<file path="src/hdl/ccrc_pkg.sv">
// ----------------------------------------------------------------------------
// ccrc_pkg: shared types and helpers for the configurable CRC engine
// Register indexes, the derived-configuration bundle and bit reversal.
// ----------------------------------------------------------------------------
package ccrc_pkg;

  localparam int unsigned CrcW   = 32;  // remainder / result width
  localparam int unsigned DataW  = 8;   // message byte
  localparam int unsigned WidthW = 6;   // crc_width register
  localparam int unsigned IdxW   = 3;   // config register index
  localparam int unsigned AlignW = 3;   // up to 7 bits of alignment
  localparam int unsigned ShiftW = 5;   // up to 31 bits of shift

  localparam logic [CrcW-1:0]   TopOfByte    = 32'h0000_0080;
  localparam logic [WidthW-1:0] WidthReset   = 6'd8;
  localparam logic [CrcW-1:0]   PolyReset    = 32'h0000_0031;
  localparam logic [WidthW-1:0] WidthMax     = 6'd32;

  typedef enum logic [IdxW-1:0] {
    RegCrcWidth   = 3'd0,
    RegPolynomial = 3'd1,
    RegInitValue  = 3'd2,
    RegXorOut     = 3'd3,
    RegReflectIn  = 3'd4,
    RegReflectOut = 3'd5
  } ccrc_reg_e;

  // Settings decoded once from the raw registers
  typedef struct packed {
    logic [CrcW-1:0]   mask;        // low width bits
    logic [CrcW-1:0]   amask;       // mask lifted to the byte top for narrow CRCs
    logic [CrcW-1:0]   poly_a;      // polynomial, masked and aligned
    logic [CrcW-1:0]   topm;        // one-hot feedback tap
    logic [CrcW-1:0]   init_m;      // masked init value
    logic [CrcW-1:0]   xor_out;
    logic [AlignW-1:0] align;
    logic [ShiftW-1:0] lift;        // data byte position
    logic [ShiftW-1:0] rev_shift;   // 32 - width
    logic              reflect_in;
    logic              reflect_out;
  } ccrc_cfg_t;

  function automatic logic [DataW-1:0] rev8(input logic [DataW-1:0] v);
    logic [DataW-1:0] r;
    for (int k = 0; k < DataW; k++) begin
      r[k] = v[DataW-1-k];
    end
    return r;
  endfunction

  function automatic logic [CrcW-1:0] rev32(input logic [CrcW-1:0] v);
    logic [CrcW-1:0] r;
    for (int k = 0; k < CrcW; k++) begin
      r[k] = v[CrcW-1-k];
    end
    return r;
  endfunction

endpackage

</file>
<file path="src/hdl/ccrc_cfg.sv">
// ----------------------------------------------------------------------------
// ccrc_cfg: configuration registers
// Holds the six settings and decodes them into masks, taps and shifts.
// ----------------------------------------------------------------------------
module ccrc_cfg (
  input  logic                         clk_i,
  input  logic                         rst_ni,
  input  logic                         cfg_valid_i,
  input  logic [ccrc_pkg::IdxW-1:0]    cfg_index_i,
  input  logic [ccrc_pkg::CrcW-1:0]    cfg_data_i,
  output ccrc_pkg::ccrc_cfg_t          cfg_o
);
  import ccrc_pkg::*;

  logic [WidthW-1:0] crc_width_q;
  logic [CrcW-1:0]   polynomial_q;
  logic [CrcW-1:0]   init_value_q;
  logic [CrcW-1:0]   xor_out_q;
  logic              reflect_in_q;
  logic              reflect_out_q;

  logic [WidthW-1:0] w_eff;
  logic              narrow;

  always_ff @(posedge clk_i or negedge rst_ni) begin
    if (!rst_ni) begin
      crc_width_q   <= WidthReset;
      polynomial_q  <= PolyReset;
      init_value_q  <= '0;
      xor_out_q     <= '0;
      reflect_in_q  <= 1'b0;
      reflect_out_q <= 1'b0;
    end else if (cfg_valid_i) begin
      unique case (cfg_index_i)
        RegCrcWidth:   crc_width_q   <= cfg_data_i[WidthW-1:0];
        RegPolynomial: polynomial_q  <= cfg_data_i;
        RegInitValue:  init_value_q  <= cfg_data_i;
        RegXorOut:     xor_out_q     <= cfg_data_i;
        RegReflectIn:  reflect_in_q  <= cfg_data_i[0];
        RegReflectOut: reflect_out_q <= cfg_data_i[0];
        default: ;
      endcase
    end
  end

  // Width clamped to 1..32
  always_comb begin
    if (crc_width_q == '0) begin
      w_eff = 6'd1;
    end else if (crc_width_q > WidthMax) begin
      w_eff = WidthMax;
    end else begin
      w_eff = crc_width_q;
    end
  end

  assign narrow = (w_eff < 6'(DataW));

  always_comb begin
    cfg_o = '0;
    if (w_eff == WidthMax) begin
      cfg_o.mask = '1;
    end else begin
      cfg_o.mask = (32'd1 << w_eff[ShiftW-1:0]) - 32'd1;
    end
    cfg_o.align     = narrow ? AlignW'(6'(DataW) - w_eff) : '0;
    cfg_o.lift      = narrow ? '0 : ShiftW'(w_eff - 6'(DataW));
    cfg_o.topm      = narrow ? TopOfByte : (32'd1 << ShiftW'(w_eff - 6'd1));
    cfg_o.amask     = cfg_o.mask << cfg_o.align;
    cfg_o.poly_a    = (polynomial_q & cfg_o.mask) << cfg_o.align;
    cfg_o.init_m    = init_value_q & cfg_o.mask;
    cfg_o.xor_out   = xor_out_q;
    cfg_o.rev_shift = ShiftW'(WidthMax - w_eff);
    cfg_o.reflect_in  = reflect_in_q;
    cfg_o.reflect_out = reflect_out_q;
  end

endmodule

</file>
<file path="src/hdl/ccrc_fold.sv">
// ----------------------------------------------------------------------------
// ccrc_fold: byte fold and finish
// Eight unrolled shift/XOR steps, then reflection, final XOR and mask.
// ----------------------------------------------------------------------------
module ccrc_fold (
  input  ccrc_pkg::ccrc_cfg_t          cfg_i,
  input  logic [ccrc_pkg::CrcW-1:0]    rem_i,
  input  logic [ccrc_pkg::DataW-1:0]   data_i,
  input  logic                         first_i,
  output logic [ccrc_pkg::CrcW-1:0]    rem_o,
  output logic [ccrc_pkg::CrcW-1:0]    crc_o
);
  import ccrc_pkg::*;

  logic [CrcW-1:0]  rem_start;
  logic [DataW-1:0] data_r;
  logic [CrcW-1:0]  acc;
  logic [CrcW-1:0]  res_raw;

  always_comb begin
    rem_start = first_i ? cfg_i.init_m : (rem_i & cfg_i.mask);
    data_r    = cfg_i.reflect_in ? rev8(data_i) : data_i;
    acc       = (rem_start << cfg_i.align) ^ (CrcW'(data_r) << cfg_i.lift);
    for (int k = 0; k < DataW; k++) begin
      if (|(acc & cfg_i.topm)) begin
        acc = ((acc << 1) ^ cfg_i.poly_a) & cfg_i.amask;
      end else begin
        acc = (acc << 1) & cfg_i.amask;
      end
    end
    rem_o   = (acc >> cfg_i.align) & cfg_i.mask;
    res_raw = cfg_i.reflect_out ? (rev32(rem_o) >> cfg_i.rev_shift) : rem_o;
    crc_o   = (res_raw ^ cfg_i.xor_out) & cfg_i.mask;
  end

endmodule

</file>
<file path="src/hdl/configurable_crc_engine.sv">
// ----------------------------------------------------------------------------
// configurable_crc_engine: byte-serial CRC with run-time parameters
// Result: crc_result is registered; a byte with last_byte set waits in the
// input register for a free result slot, then loads the result register.
// Throughput: one byte per cycle unless a closing byte waits for the slot; the
// fold is combinational between the input and remainder/result registers.
// Reset: remainder clears to zero, settings return to width 8, poly 0x31.
// ----------------------------------------------------------------------------
module configurable_crc_engine (
  input  logic                         clk_i,
  input  logic                         rst_ni,
  // configuration write channel
  input  logic                         cfg_valid_i,
  output logic                         cfg_ready_o,
  input  logic [ccrc_pkg::IdxW-1:0]    cfg_index_i,
  input  logic [ccrc_pkg::CrcW-1:0]    cfg_data_i,
  // byte input channel
  input  logic                         in_valid_i,
  output logic                         in_ready_o,
  input  logic [ccrc_pkg::DataW-1:0]   data_byte_i,
  input  logic                         first_byte_i,
  input  logic                         last_byte_i,
  // result channel
  output logic                         out_valid_o,
  input  logic                         out_ready_i,
  output logic [ccrc_pkg::CrcW-1:0]    crc_result_o
);
  import ccrc_pkg::*;

  ccrc_cfg_t cfg;

  // Stage 1: registered input transaction
  logic             s1_valid_q, s1_valid_d;
  logic [DataW-1:0] s1_data_q;
  logic             s1_first_q;
  logic             s1_last_q;

  // Running remainder and result register
  logic [CrcW-1:0]  rem_q, rem_d;
  logic             out_valid_q, out_valid_d;
  logic [CrcW-1:0]  crc_q, crc_d;

  logic [CrcW-1:0]  fold_rem;
  logic [CrcW-1:0]  fold_crc;
  logic             out_free;
  logic             s1_fire;
  logic             in_fire;

  // Settings must be written only while idle; the block itself does not enforce this, so the port never stalls.
  assign cfg_ready_o = 1'b1;

  ccrc_cfg u_cfg (
    .clk_i       (clk_i),
    .rst_ni      (rst_ni),
    .cfg_valid_i (cfg_valid_i),
    .cfg_index_i (cfg_index_i),
    .cfg_data_i  (cfg_data_i),
    .cfg_o       (cfg)
  );

  ccrc_fold u_fold (
    .cfg_i   (cfg),
    .rem_i   (rem_q),
    .data_i  (s1_data_q),
    .first_i (s1_first_q),
    .rem_o   (fold_rem),
    .crc_o   (fold_crc)
  );

  // Result slot is free when empty or being drained this cycle.
  assign out_free = !out_valid_q || out_ready_i;
  // A byte that closes a message waits only for the result slot;
  // any other byte retires immediately.
  assign s1_fire    = s1_valid_q && (!s1_last_q || out_free);
  assign in_ready_o = !s1_valid_q || s1_fire;
  assign in_fire    = in_valid_i && in_ready_o;

  always_comb begin
    s1_valid_d  = in_fire ? 1'b1 : (s1_fire ? 1'b0 : s1_valid_q);
    rem_d       = s1_fire ? fold_rem : rem_q;
    out_valid_d = out_valid_q;
    crc_d       = crc_q;
    if (s1_fire && s1_last_q) begin
      out_valid_d = 1'b1;
      crc_d       = fold_crc;
    end else if (out_ready_i) begin
      out_valid_d = 1'b0;
    end
  end

  always_ff @(posedge clk_i or negedge rst_ni) begin
    if (!rst_ni) begin
      s1_valid_q  <= 1'b0;
      rem_q       <= '0;
      out_valid_q <= 1'b0;
    end else begin
      s1_valid_q  <= s1_valid_d;
      rem_q       <= rem_d;
      out_valid_q <= out_valid_d;
    end
  end

  // Payload registers, no reset needed
  always_ff @(posedge clk_i) begin
    if (in_fire) begin
      s1_data_q  <= data_byte_i;
      s1_first_q <= first_byte_i;
      s1_last_q  <= last_byte_i;
    end
    crc_q <= crc_d;
  end

  assign out_valid_o  = out_valid_q;
  assign crc_result_o = crc_q;

  // An empty input stage must always take a new transaction.
  a_empty_ready: assert property (@(posedge clk_i) disable iff (!rst_ni)
    !s1_valid_q |-> in_ready_o)
    else $error("input stage empty but not ready");

  // A new result only follows a retired message-closing byte.
  a_result_source: assert property (@(posedge clk_i) disable iff (!rst_ni)
    (out_valid_q && !$past(out_valid_q)) |-> $past(s1_valid_q && s1_last_q))
    else $error("result without a closing byte");

  // A closing byte held by a blocked result slot stays in stage 1.
  a_last_held: assert property (@(posedge clk_i) disable iff (!rst_ni)
    (s1_valid_q && s1_last_q && out_valid_q && !out_ready_i) |=> s1_valid_q)
    else $error("closing byte dropped while result pending");

endmodule
</file>
<file path="config.mk">
export PLATFORM = sky130hd
export DESIGN_NAME = configurable_crc_engine
export DESIGN_NICKNAME = d
export VERILOG_FILES = /design/src/hdl/ccrc_pkg.sv /design/src/hdl/ccrc_cfg.sv /design/src/hdl/ccrc_fold.sv /design/src/hdl/configurable_crc_engine.sv
export SDC_FILE = /design/constraint.sdc
export NUM_CORES = 1
export LEC_CHECK = 0
export ABC_AREA = 1
export BUFFER_PORTS_ARGS = -buffer_cell sky130_fd_sc_hd__buf_4
export CELL_PAD_IN_SITES_DETAIL_PLACEMENT = 1
export CELL_PAD_IN_SITES_GLOBAL_PLACEMENT = 2
export CORE_MARGIN = 5
export CORE_UTILIZATION = 35
export DETAILED_ROUTE_END_ITERATION = 6
export HOLD_SLACK_MARGIN = 0.15
export PLACE_DENSITY_LB_ADDON = 0.1
export SKIP_LAST_GASP = 1
export SYNTH_ARGS = -nofsm -noshare
export SYNTH_HDL_FRONTEND = slang
export SYNTH_SLANG_ARGS = --single-unit
export TNS_END_PERCENT = 1
</file>
<file path="constraint.sdc">
create_clock -name clk_i -period 24.4 [get_ports clk_i]
set_input_delay 2.44 -clock clk_i [delete_from_list [all_inputs] [get_ports clk_i]]
set_output_delay 2.44 -clock clk_i [all_outputs]
set_load 0.01 [all_outputs]
</file>
# == Yosys cells after proc, flatten, opt, wreduce, memory -nomap -nowiden ==
# Cells that the tools add are included.
# word_totals
register_bits,180
in_bits,50
out_inout_bits,35
# op_classes
addsub,5
order_cmp,2
n_eq_ne,6
shift,8
n_mux,21
n_bitwise,39
reduce_logical,27
# ops
cell,count
AND 32 bit,29
2-to-1 mux 32 bit,12
bitwise XOR 32 bit,10
OR reduction 32 bit,8
left shift 32 x 3 -> 32 bit,3
"left shift 1 x 5 -> 32 bit, first input constant",2
left shift 8 x 5 -> 32 bit,1
>> shifter 32 x 3 -> 32 bit,1
>> shifter 32 x 5 -> 32 bit,1
"subtractor 32 x 1 -> 32 bit, second input constant",1
2-to-1 mux 6 bit,2
AND reduction 2 bit,6
2-to-1 mux 8 bit,1
"== test 3 x 2 -> 1 bit, second input constant",2
"== test 3 bit, second input constant",2
"== test 6 bit, second input constant",1
"greater-than comparator 6 bit, second input constant",1
logical NOT 6 bit,1
"less-than comparator 6 x 4 -> 1 bit, second input constant",1
2-to-1 mux 5 bit,1
"subtractor 1 x 5 -> 5 bit, first input constant",1
"subtractor 5 x 1 -> 5 bit, second input constant",1
"subtractor 5 x 4 -> 5 bit, second input constant",1
2-to-1 mux 1 bit,4
8 further kinds,15

# == Longest topological paths before layout ==
# logic_depth
word_depth,40
depth_mapped,105

# == By module ==
# From an unflattened synthesis, not the netlist that was laid out.
# unflattened
hier_cells,5311
hier_area_um2,28105.7
# modules_own_cells
mod,n_inst,cells_per_inst,area_each_um2
ccrc_fold,1,3910,17596.9
ccrc_cfg,1,1206,7857.5
configurable_crc_engine,1,195,2651.3

# == Worst setup path after synthesis ==
# Ideal clock, no wire load.
# synth_path
path_type,register to register
startpoint,register u_cfg.crc_width_q[5]
endpoint,"register crc_q[4] (netlist: crc_result_o[4]), data pin"
arrival_time_ns,10.475
t_required_ns,24.147
path_slack_ns,13.672
stages_incl_launch_ff,98
synth_period_minus_slack_ns,10.728
cell_sequence,dfrtp_1 -> buf_4 -> inv_4 -> buf_4 -> nand2_1 -> nand2_1 -> inv_2 -> clkbuf_1 -> ha_1 -> ha_1 -> nand2_1 -> nor2_1 -> inv_2 -> ha_1 -> nand2_1 -> nor2_2 -> nand2_1 -> nand2_1 -> (+62 left out) -> nor2_4 -> nand2_2 -> buf_4 -> nand2_1 -> nand3_1 -> nand3_1 -> nand3_1 -> nand2_1 -> nand2_1 -> nand2_1 -> nand2_1 -> and2_1 -> nand3_1 -> nand3_1 -> nand3_1 -> nand2_1 -> nand2_1 -> nor2_1
# synth_between
elab_chain_cells,40
word_cells_on_any_way,80
# synth_lines
element,line_no,source
start: declaration,ccrc_cfg.sv:15,logic [WidthW-1:0] crc_width_q;
start signal: assignment,ccrc_cfg.sv:27,crc_width_q <= WidthReset;
start signal: assignment,ccrc_cfg.sv:35,RegCrcWidth: crc_width_q <= cfg_data_i[WidthW-1:0];
greater-than comparator 6 bit,ccrc_cfg.sv:50,end else if (crc_width_q > WidthMax) begin
2-to-1 mux 6 bit,ccrc_cfg.sv:50,
2-to-1 mux 6 bit (*),ccrc_cfg.sv:48,if (crc_width_q == '0) begin
left shift 1 x 5 -> 32 bit,ccrc_cfg.sv:64,cfg_o.mask = (32'd1 << w_eff[ShiftW-1:0]) - 32'd1;
subtractor 32 x 1 -> 32 bit,ccrc_cfg.sv:64,
2-to-1 mux 32 bit,ccrc_cfg.sv:61,if (w_eff == WidthMax) begin
"AND 32 bit, on equally long branches","ccrc_fold.sv:21, ccrc_cfg.sv:71",
2-to-1 mux 32 bit,ccrc_fold.sv:21,rem_start = first_i ? cfg_i.init_m : (rem_i & cfg_i.mask);
(+25 left out),--,
2-to-1 mux 32 bit,ccrc_fold.sv:25,if (|(acc & cfg_i.topm)) begin
>> shifter 32 x 3 -> 32 bit,ccrc_fold.sv:31,rem_o = (acc >> cfg_i.align) & cfg_i.mask;
AND 32 bit,ccrc_fold.sv:31,
>> shifter 32 x 5 -> 32 bit,ccrc_fold.sv:32,res_raw = cfg_i.reflect_out ? (rev32(rem_o) >> cfg_i.rev_shift) : rem_o;
2-to-1 mux 32 bit,ccrc_fold.sv:32,
bitwise XOR 32 bit,ccrc_fold.sv:33,crc_o = (res_raw ^ cfg_i.xor_out) & cfg_i.mask;
AND 32 bit (*),ccrc_fold.sv:33,
named net fold_crc[4],configurable_crc_engine.sv:44,logic [CrcW-1:0] fold_crc;
end signal: assignment,configurable_crc_engine.sv:110,crc_q <= crc_d;
end: declaration,configurable_crc_engine.sv:41,"logic [CrcW-1:0] crc_q, crc_d;"
# Mark *: on every way through the listed nets, which the timed path passes. The rest lies on a longest branch.
# A chain may end at the register's enable or synchronous reset.

# == Final worst setup path ==
# layout_path
startpoint,register u_cfg.crc_width_q[5]
endpoint,"register crc_q[0] (netlist: crc_result_o[0]), data pin"
# The elaborated chain is that of the path after synthesis.

==> results.yml <==
timing:
  setup_tns_ps: 0
  max_clock_freq_ghz: 0.0476
  setup_viol_count_final: 0
  finClkSkew_ps: 15.4
  min_period_ps: 21000
  tightest_slew_ps: 1200
  maxSlewViolCount: 0
  setup_slack_ps: 3400
  final-hold-violation-count: 0
  relSlewSlack_pct: 19.6
  rsz0062_at_grt: "false"
  fin_crit_sh_pct: 86.1
yosys:
  synth_edf_count: 42
  synth-seq-area-share_pct: 17.3
  synth_fp_nets: 5317
  synth_seq_cells: 180
  ys_types: 42
  netlist_area_um2: 27300
  yosysWarnings: 0
  async_flop_share_pct: 76.7
  ys.flop_type: "dfrtp_1"
  avgSynthCellArea_um2: 5.19
  synthCells: 5259
grt:
  antenna_found_initial: 3
  globalRouteOverflowTotal: 0
  grt_use_total_pct: 36.1
  grt_pass1_vias: 34387
  grt_pass1_wl_um: 230000
  grt_max_degree: 84
floorplan:
  die_area_um2: 83600
  num_io_pins: 85
  die_x_um: 289
  core_um2: 77300
  start_util_pct: 35.3
  die_h_um: 289
  core.rowCount: 102
clocking:
  cts.path.max_buffers: 2
  cts_setup_buffers: 0
  cts_inserted_buffers: 17
  clk_latency_ps: 470
  cts_resized: 0
  cts_max_level: 4
  cts.sinks: 180
  clk_pin_slew_ps: 80
  ctsHoldBuffers: 0
  root_buffer: "clkbuf_16"
  cts_tree: "yes"
place:
  preCtsSetupSlack_ps: 3830
  hpwl_um: 126000
  port-buffer-count: 83
  place.gp.congestion: 0.989
routing:
  drt_pre_antenna_iters: 6
  vias: 36958
  viasPerCell: 5.87
  drtIter0Drc: 3823
  route.detailed.drc: 0
  avgRoutedWirePerCell_um: 24.7
  ant_nets: 0
  drt_wl_total_um: 156000
finish:
  final_util_pct: 38.3
  area_delta_synth_final_pct: 8.61
  nets: 5300
  drive_gt1_share_pct: 5.73
  n_fill_cell: 11157
  diodes: 0
worst_setup_path:
  cp.arrival_ps: 21210
  required_ps: 24610
  cp-start-kind: "flop"
  crit_fanout: 54
  slowest_delay_ps: 700
  crit_path_frequent_cell: "nand2_1"
  cp_slowest_cell: "nor2_4"
  cp-end-kind: "flop"
  worstSetupPathType: "reg2reg"
outcome:
  status: "complete, no violations"
min_path:
  hp-class: "reg2reg"
run:
  drv_cap: 0
-- final cells by class --
class	instances	area [µm²]	share of cell area [%]
Clock buffer	17	425	1.44
Clock inverter	15	158	0.532
Inverter	366	1380	4.66
Multi-Input combinational cell	4483	20200	68.1
Sequential cell	180	4720	15.9
Tap cell	1040	1300	4.39
Timing Repair Buffer	194	1460	4.93
-- worst max-delay path, delay by kind of cell, from the launching register on --
family / cells / cell delay (ps)
AOI/OAI and AO/OA: 1 / 170
adders and majority gates: 2 / 640
buffers and inverters: 20 / 6530
DFF: 1 / 530
and+or+nand+nor: 78 / 12480
-- cells in the final DEF, fill, tap and decap left out, types with 3 or more instances in the layout --
cell / synthesis / layout
a21oi_1: 88 / 87
a31oi_1: 6 / 6
and2_1: 4 / 4
buf_4: 14 / 193
clkbuf_16: 0 / 17
clkinv_1: 17 / 17
clkinv_2: 0 / 4
clkinv_8: 0 / 4
dfrtp_1: 134 / 134
dfstp_2: 4 / 4
edfxtp_1: 42 / 42
ha_1: 8 / 8
inv_1: 330 / 329
inv_2: 18 / 17
inv_6: 0 / 5
inv_8: 0 / 3
mux2i_1: 7 / 7
nand2_1: 1901 / 1898
nand2_2: 5 / 7
nand3_1: 1432 / 1430
nand3_2: 6 / 8
nand3b_1: 127 / 127
nand4_1: 28 / 28
nor2_1: 501 / 499
nor2_2: 18 / 18
nor2_4: 5 / 7
nor3_1: 4 / 4
o211ai_1: 6 / 6
o21ai_0: 236 / 234
o21ai_1: 47 / 49
o21ai_2: 6 / 6
o22ai_1: 10 / 10
or2_2: 3 / 3
xnor2_1: 6 / 6
xor2_1: 20 / 20
-- stage by stage --
| step | std cells | cell area, µm² | hold WS (ps) |
|---|---|---|---|
| 3_5_place_dp | 6263 | 29100 | 473 |
| 6_report | 6295 | 29600 | 486 |
| 4_1_cts | 6295 | 29600 | 491 |
| 2_1_floorplan | 5259 | 27300 | 449 |
| 5_1_grt | 6295 | 29600 | 499 |
| 3_3_place_gp | 6263 | 29100 | 466 |
-- state kept, by name (all words and copies together), names as in the netlist --
register	cells
out_valid_o	1
u_cfg.polynomial_q	32
crc_result_o	32
s1_first_q	1
u_cfg.crc_width_q	6
u_cfg.reflect_in_q	1
rem_q	32
u_cfg.xor_out_q	32
s1_last_q	1
u_cfg.reflect_out_q	1
s1_valid_q	1
s1_data_q	8
u_cfg.init_value_q	32
-- logic make-up after synthesis --
kind of cell,count (synthesis),share of synthesized area [%]
DFF,180,17.3
adders and majority gates,8,0.367
xor gates and xnor gates,26,0.835
buffers and inverters,596,8.85
muxes,7,0.257
other,1,0.0137
AOI/OAI and AO/OA,405,7.70
and+or+nand+nor,4036,64.7
-- synthesized netlist by cell type, types with 5 or more instances --
| cell type | count | area share, % |
|---|---|---|
| a21oi_1 | 88 | 1.6 |
| a31oi_1 | 6 | 0.14 |
| buf_1 | 55 | 0.76 |
| buf_2 | 87 | 1.6 |
| buf_4 | 14 | 0.39 |
| clkbuf_1 | 72 | 0.99 |
| clkinv_1 | 17 | 0.23 |
| dfrtp_1 | 134 | 12 |
| edfxtp_1 | 42 | 4.6 |
| ha_1 | 8 | 0.37 |
| inv_1 | 330 | 4.5 |
| inv_2 | 18 | 0.25 |
| mux2i_1 | 7 | 0.26 |
| nand2_1 | 1901 | 26 |
| nand2_2 | 5 | 0.11 |
| nand3_1 | 1432 | 26 |
| nand3_2 | 6 | 0.22 |
| nand3b_1 | 127 | 3.5 |
| nand4_1 | 28 | 0.64 |
| nor2_1 | 501 | 6.9 |
| nor2_2 | 18 | 0.41 |
| nor2_4 | 5 | 0.21 |
| o211ai_1 | 6 | 0.17 |
| o21ai_0 | 236 | 4.3 |
| o21ai_1 | 47 | 0.86 |
| o21ai_2 | 6 | 0.19 |
| o22ai_1 | 10 | 0.23 |
| xnor2_1 | 6 | 0.19 |
| xor2_1 | 20 | 0.64 |
-- final timing paths --
| kind | start | to | slack [ps] | cells after the start |
|---|---|---|---|---|
| max | u_cfg.crc_width_q[5] | crc_result_o[0] | 3400 | 101 |
| min | u_cfg.xor_out_q[25] | u_cfg.xor_out_q[25] | 490 | 2 |
| max reg2reg | u_cfg.crc_width_q[5] | crc_result_o[0] | 3400 | 101 |
| min reg2reg | u_cfg.xor_out_q[25] | u_cfg.xor_out_q[25] | 490 | 2 |
| max in group asynchronous | rst_ni | u_cfg.crc_width_q[4] | 21000 | 2 |
| min in group asynchronous | rst_ni | u_cfg.xor_out_q[3] | 2020 | 1 |
-- per-layer routing --
layer	vias up	share of wire [%]	routed length (µm)	track usage, %
met2	1380	43	66800	55.5
met3	224	6.8	10700	3.89
met5	-	0.0084	13	0
met4	2	4.9	7680	15.1
li1	17351	-	-	-
met1	18001	45	70400	51.4
Power is not shown: default switching activity piles up to over one toggle a cycle in this logic, so the estimate is an artifact.
